[src/rtl/core/spl_pkg.sv]
// Shared constants and types for the striped parity layout locator.
package spl_pkg;

  // Field and register widths
  localparam int NC_W   = 7;
  localparam int BS_W   = 31;
  localparam int CI_W   = 6;
  localparam int CFG_W  = 31;
  localparam int IDX_W  = 2;

  // Offset width default and division bits retired per pipeline stage
  localparam int OFFSET_WIDTH_DEF = 64;
  localparam int DIV_BPS          = 8;

  // Register reset values and component count limits
  localparam logic [NC_W-1:0] RESET_COMPONENTS = NC_W'(2);
  localparam logic [NC_W-1:0] MIN_COMPONENTS   = NC_W'(2);
  localparam logic [NC_W-1:0] MAX_COMPONENTS   = NC_W'(64);
  localparam logic [BS_W-1:0] RESET_BLOCK_SIZE = BS_W'(64 << 10);

  // Register indexes
  typedef enum logic [IDX_W-1:0] {
    REG_NUM_COMPONENTS = 2'd0,
    REG_BLOCK_SIZE     = 2'd1
  } reg_index_t;

endpackage

[src/rtl/core/spl_merge.sv]
// Final stages: stripe times block size plus remainder, and parity rotation.
module spl_merge
  import spl_pkg::*;
#(
  parameter int W = OFFSET_WIDTH_DEF
) (
  input  logic            clk,
  input  logic            rst,
  input  logic            en,
  input  logic            in_valid,
  input  logic [W-1:0]    stripe,
  input  logic [CI_W-1:0] unit,
  input  logic [NC_W-1:0] smod,
  input  logic [BS_W-1:0] rem,
  input  logic [BS_W-1:0] bs,
  input  logic [NC_W-1:0] ncomp,
  output logic            out_valid,
  output logic [CI_W-1:0] comp,
  output logic [W-1:0]    coff
);

  localparam int LW = (W + 1) / 2;
  localparam int HW = W - LW;
  localparam int SUMW = W + BS_W;

  logic              v1;
  logic [LW+BS_W-1:0] plo;
  logic [HW+BS_W-1:0] phi;
  logic [BS_W-1:0]   rem1;
  logic [CI_W-1:0]   comp1;
  logic [NC_W:0]     rot;
  logic [NC_W:0]     rot_adj;
  logic [SUMW-1:0]   sum;

  // Rotation: unit + n - (stripe mod n), one conditional subtract
  always_comb begin
    rot     = (NC_W+1)'(unit) + (NC_W+1)'(ncomp) - (NC_W+1)'(smod);
    rot_adj = (rot >= (NC_W+1)'(ncomp)) ? rot - (NC_W+1)'(ncomp) : rot;
  end

  // Stage one: split product, rotation
  always_ff @(posedge clk) begin
    if (rst) begin
      v1 <= 1'b0;
    end else if (en) begin
      v1 <= in_valid;
    end
  end

  always_ff @(posedge clk) begin
    if (en) begin
      plo   <= stripe[LW-1:0] * bs;
      phi   <= stripe[W-1:LW] * bs;
      rem1  <= rem;
      comp1 <= rot_adj[CI_W-1:0];
    end
  end

  // Stage two: recombine partial products, add in-block remainder
  assign sum = SUMW'(plo) + (SUMW'(phi) << LW) + SUMW'(rem1);

  always_ff @(posedge clk) begin
    if (rst) begin
      out_valid <= 1'b0;
    end else if (en) begin
      out_valid <= v1;
    end
  end

  always_ff @(posedge clk) begin
    if (en) begin
      comp <= comp1;
      coff <= sum[W-1:0];
    end
  end

endmodule

[config.mk]
export PLATFORM = sky130hd
export DESIGN_NAME = spl_merge
export DESIGN_NICKNAME = d
export VERILOG_FILES = /design/src/rtl/core/spl_pkg.sv /design/src/rtl/core/spl_merge.sv
export SDC_FILE = /design/constraint.sdc
export NUM_CORES = 2
export LEC_CHECK = 0
export BUFFER_PORTS_ARGS = -buffer_cell sky130_fd_sc_hd__buf_2
export CORE_ASPECT_RATIO = 0.5
export CORE_UTILIZATION = 45
export DETAILED_ROUTE_END_ITERATION = 8
export PLACE_DENSITY = 0.6
export SLEW_MARGIN = 15
export SYNTH_ARGS = -nofsm -noshare
export SYNTH_HDL_FRONTEND = slang
export SYNTH_SLANG_ARGS = --single-unit
[constraint.sdc]
create_clock -name clk -period 18.5 [get_ports clk]
set_clock_uncertainty 0.1 [all_clocks]
set_input_delay 2.775 -clock clk [delete_from_list [all_inputs] [get_ports clk]]
set_output_delay 2.775 -clock clk [all_outputs]
set_load 0.02 [all_outputs]
Word level (Yosys, flattened, before mapping)
Index checks and enable logic that the tools add are counted.
Storage, ports and cells
  bits in registers: 204
  input port bits: 150
  output and inout bits: 71
  word-level logic and storage cells: 17
Cells by class
  add/subtract/negate cells: 5
  multipliers: 2
  order comparisons: 1
  multiplexer cells: 1
Operators by type and width (count)
  63-bit by 64-bit adder with 64-bit output: 1
  64-bit by 31-bit adder with 64-bit output: 1
  32-bit by 31-bit multiplier with 63-bit output: 1
  32-bit by 31-bit multiplier with 32-bit output: 1
  6-bit by 7-bit adder with 8-bit output: 1
  8-bit by 7-bit >= comparator with 1-bit output: 1
  8-bit by 7-bit subtractor with 8-bit output: 1
  6-bit two-way mux: 1
  6-bit subtractor: 1

Longest topological paths before layout
  depth in word-level cells: 4
  gate-level depth with buffers: 29
  gate-level depth less buffers: 27

Worst setup path before layout
No wires, ideal clock.
  path kind: input port to flip-flop
  start: input port bs[10]
  end: register plo[61], data pin
  setup time: 0.258 ns
  arrival: 9.798 ns
  required time: 18.142 ns
  path slack: 8.343 ns
  stages on the path: 23
  buffers on the path: 2
  path through: clkbuf_1 clkbuf_1 nand2_1 fa_1 fa_1 fa_1 fa_1 inv_1 fa_1 fa_1 fa_1 inv_1 fa_1 inv_1 ha_1 a21o_1 a2111oi_0 a32oi_4 a2111oi_4 nor3_2 a31o_4 a211oi_2 xnor2_1
On the way
  word-level cells in the longest chain between the ends: 1
RTL lines
  from (decl): line spl_merge.sv:15  | input logic [BS_W-1:0] bs,
  32-bit by 31-bit multiplier with 63-bit output: line spl_merge.sv:52  | plo <= stripe[LW-1:0] * bs;
  to (signal assigned): line spl_merge.sv:52
  to (decl): line spl_merge.sv:27  | logic [LW+BS_W-1:0] plo;
Every way passes these cells.
A chain may end at the register's enable or synchronous reset.

Worst setup path in the final report
  start: input port bs[7]
  end: register plo[60], data pin
The elaborated chain is that of the path after synthesis.

==> flow_summary.toml <==
[final_layout]
syn2layout_area_growth_pct = 5.49
layout.nets = 7996
design_area_sq_mm = 0.0611
drive_above_1_share_pct = 5.50
fill_cells = 11800

[critical_path]
worst_path_most_repeated_cell = "fa_1"
cp_max_fo = 39
critical_path_required_ns = 18.67
rr_endpoint = "coff[56]"
rr_worst_depth = 13
end_kind = "flip-flop"
crit_chain = "buf_2 -> buf_4 -> nand2_1 -> fa_1 -> inv_1 -> fa_1 -> fa_1 -> inv_1 -> fa_1 -> inv_1 -> fa_1 -> inv_1 -> fa_1 -> inv_1 -> fa_1 -> fa_1 -> ha_1 -> a21o_1 -> o41ai_1 -> a31o_2 -> o21ai_0 -> a2111oi_0 -> nor3_1 -> xor2_1"
critPathKind = "in -> reg"
worstReg2RegStart = "plo[0]"
max_stage_delay_ns = 0.88
r2r_setup_slack_ns = 14.61
cp_slowest_cell = "o41ai_1"
critPathLaunchType = "primary input"
crit_arrival_ns = 10.96

[routing]
vias = 42300
detail-route-antenna-nets = 0
post_drt_via_cell_ratio = 5.40
drc = 0
routedWlPerCell_um = 22.2
totalWireLength_um = 174000
drt_pass1_iterations = 6
drt_iter0_drc = 3295

[synthesis]
syn-num-nets = 8035
yosysWarnings = 0
synth_area_sq_mm = 0.0579
synth_seq_cells = 204
synth_cells = 6148
synth_top_flop_cell = "edfxtp_1"
synth-edff-count = 202
ys_types = 79
synth_top_area_cell = "fa_1"
ys_seq_area_share_pct = 10.5
yosys.area.top_type_share_pct = 44.4
synthArstFlopShare_pct = 0
post_synth.cell_area_avg_sq_um = 9.42
synth_area_leaders = "fa_1 44%, edfxtp_1 10%, ha_1 9.8%"
synth.top_cells.by_count = "1333 x inv_1, 1283 x fa_1, 896 x nand2_1, 711 x and2_1, 454 x ha_1"
yosysMostFrequentCell = "inv_1"

[clocking]
cts_buffers = 24
cts.sink_count = 204
clock_latency_ns = 0.58
cts_hold_buf = 0
htree_num_levels = 1
postCtsSetupBuffers = 0
clockBufferDepth = 3
clk_pin_slew_ns = 0.06
cts_resized = 0
cts_tree = "yes"
cts_root_buffer = "clkbuf_16"

[place]
place_area_sq_mm = 0.0603
routabilityCongestion = 0.962
dpl.hpwl_um = 133000
port_buffers = 220

[min_path]
hold_depth = 0
hp-start = "comp1[3]"
hold_class = "reg -> reg"
hold_path_end = "comp[3]"

[global_routing]
track_usage_pct = 27.4
grt_pass1_vias = 45900
grt_first_pass_wirelength_um = 271000
overflow = 0
grt_max_degree = 75
antenna_found_initial = 34

[status]
outcome = "complete, no violations"

[timing]
clock.fmax_ghz = 0.0927
tns_ns = 0
hold_violations = 0
drv_slew = 0
rsz0062_at_grt = "false"
setup_viol = 0
period_needed_ns = 10.79
slew_headroom_pct = 15.9
final.period_utilization_pct = 58.3
tightest_slew_ns = 1.25

[die]
ios = 221
fp.dieW_um = 509
start_util_pct = 45.7
core_area_sq_mm = 0.127
rows = 92
dieArea_sq_mm = 0.130
dieHeight_um = 256

[flow_run]
drv_cap = 0
[critical path, delay by kind of cell]
kind	cells	cell delay, ns
xor gates and xnor gates	1	0.16
and+or+nand+nor	2	0.29
buffers and inverters	7	1.29
AOI/OAI and AO/OA	5	2.16
adders and majority gates	9	4.21
[cell usage in the layout, fill, tap and decap left out, types with 28 or more instances in the layout]
master,n
a21o_1,73
a21oi_1,168
and2_1,711
buf_2,219
buf_4,50
edfxtp_1,202
fa_1,1283
ha_1,454
inv_1,1333
nand2_1,896
nand4_1,28
nor2_1,76
o21a_1,29
o21ai_0,76
o21bai_1,30
xnor2_1,151
xor2_1,55
[kinds of logic (layout without fill, tap and decap cells)]
kind of cell,count (synthesis),after routing,share of synthesized area [%]
muxes,7,7,0.128
AOI/OAI and AO/OA,494,494,5.64
xor gates and xnor gates,209,209,3.16
DFF,204,204,10.5
adders and majority gates,1737,1737,54.2
other,0,12,0
buffers and inverters,1668,1646,10.8
and+or+nand+nor,1829,1829,15.5
[worst max-delay path by stage]
stage,startpoint,end,slack [ns],cells past startpoint
after global routing,bs[7],plo[57],7.47,25
after CTS,bs[7],plo[60],7.87,24
final,bs[7],plo[60],7.71,24
after floorplan,bs[10],plo[61],8.34,23
after global placement,bs[7],plo[60],7.34,24
after detailed placement,bs[7],plo[60],7.30,24
[metrics by stage]
stage,worst slack (ns),hold WS [ns],std cells,utilization [%]
after global placement,7.34,0.303,7775,47.5
after floorplan,8.34,0.300,6148,-
after global routing,7.47,0.329,7822,48.2
after detailed placement,7.30,0.306,7775,47.5
final,7.71,0.318,7830,48.2
after CTS,7.87,0.320,7818,48.2
[registers in the layout, summed over array words and instances (netlist names)]
name and cells:
v1 1, coff 64, plo 63, phi 32
comp1 6, comp 6, rem1 31, out_valid 1
[area by class of cell]
cell class | count | area, sq um | area share (%)
antenna | 12 | 30.0 | 0.0492
inverter | 1333 | 5000 | 8.19
timing repair buffer | 270 | 1490 | 2.43
clock buffer | 29 | 641 | 1.05
sequential | 204 | 6110 | 10.0
tap | 1692 | 2120 | 3.47
multi-input combinational | 4276 | 45500 | 74.6
clock inverter | 14 | 143 | 0.234
[layer usage]
layer / GRT usage (%) / vias to the layer above / part of all wire, % / wire length (um)
li1: - / 18300 / - / -
met1: 38.1 / 21800 / 42 / 73600
met2: 42.5 / 1950 / 44 / 76800
met3: 7.55 / 281 / 11 / 19700
met4: 6.38 / 14 / 2.3 / 4000
met5: 0 / - / 0.060 / 105
Power is not shown: default switching activity piles up to over one toggle a cycle in this logic, so the estimate is an artifact.
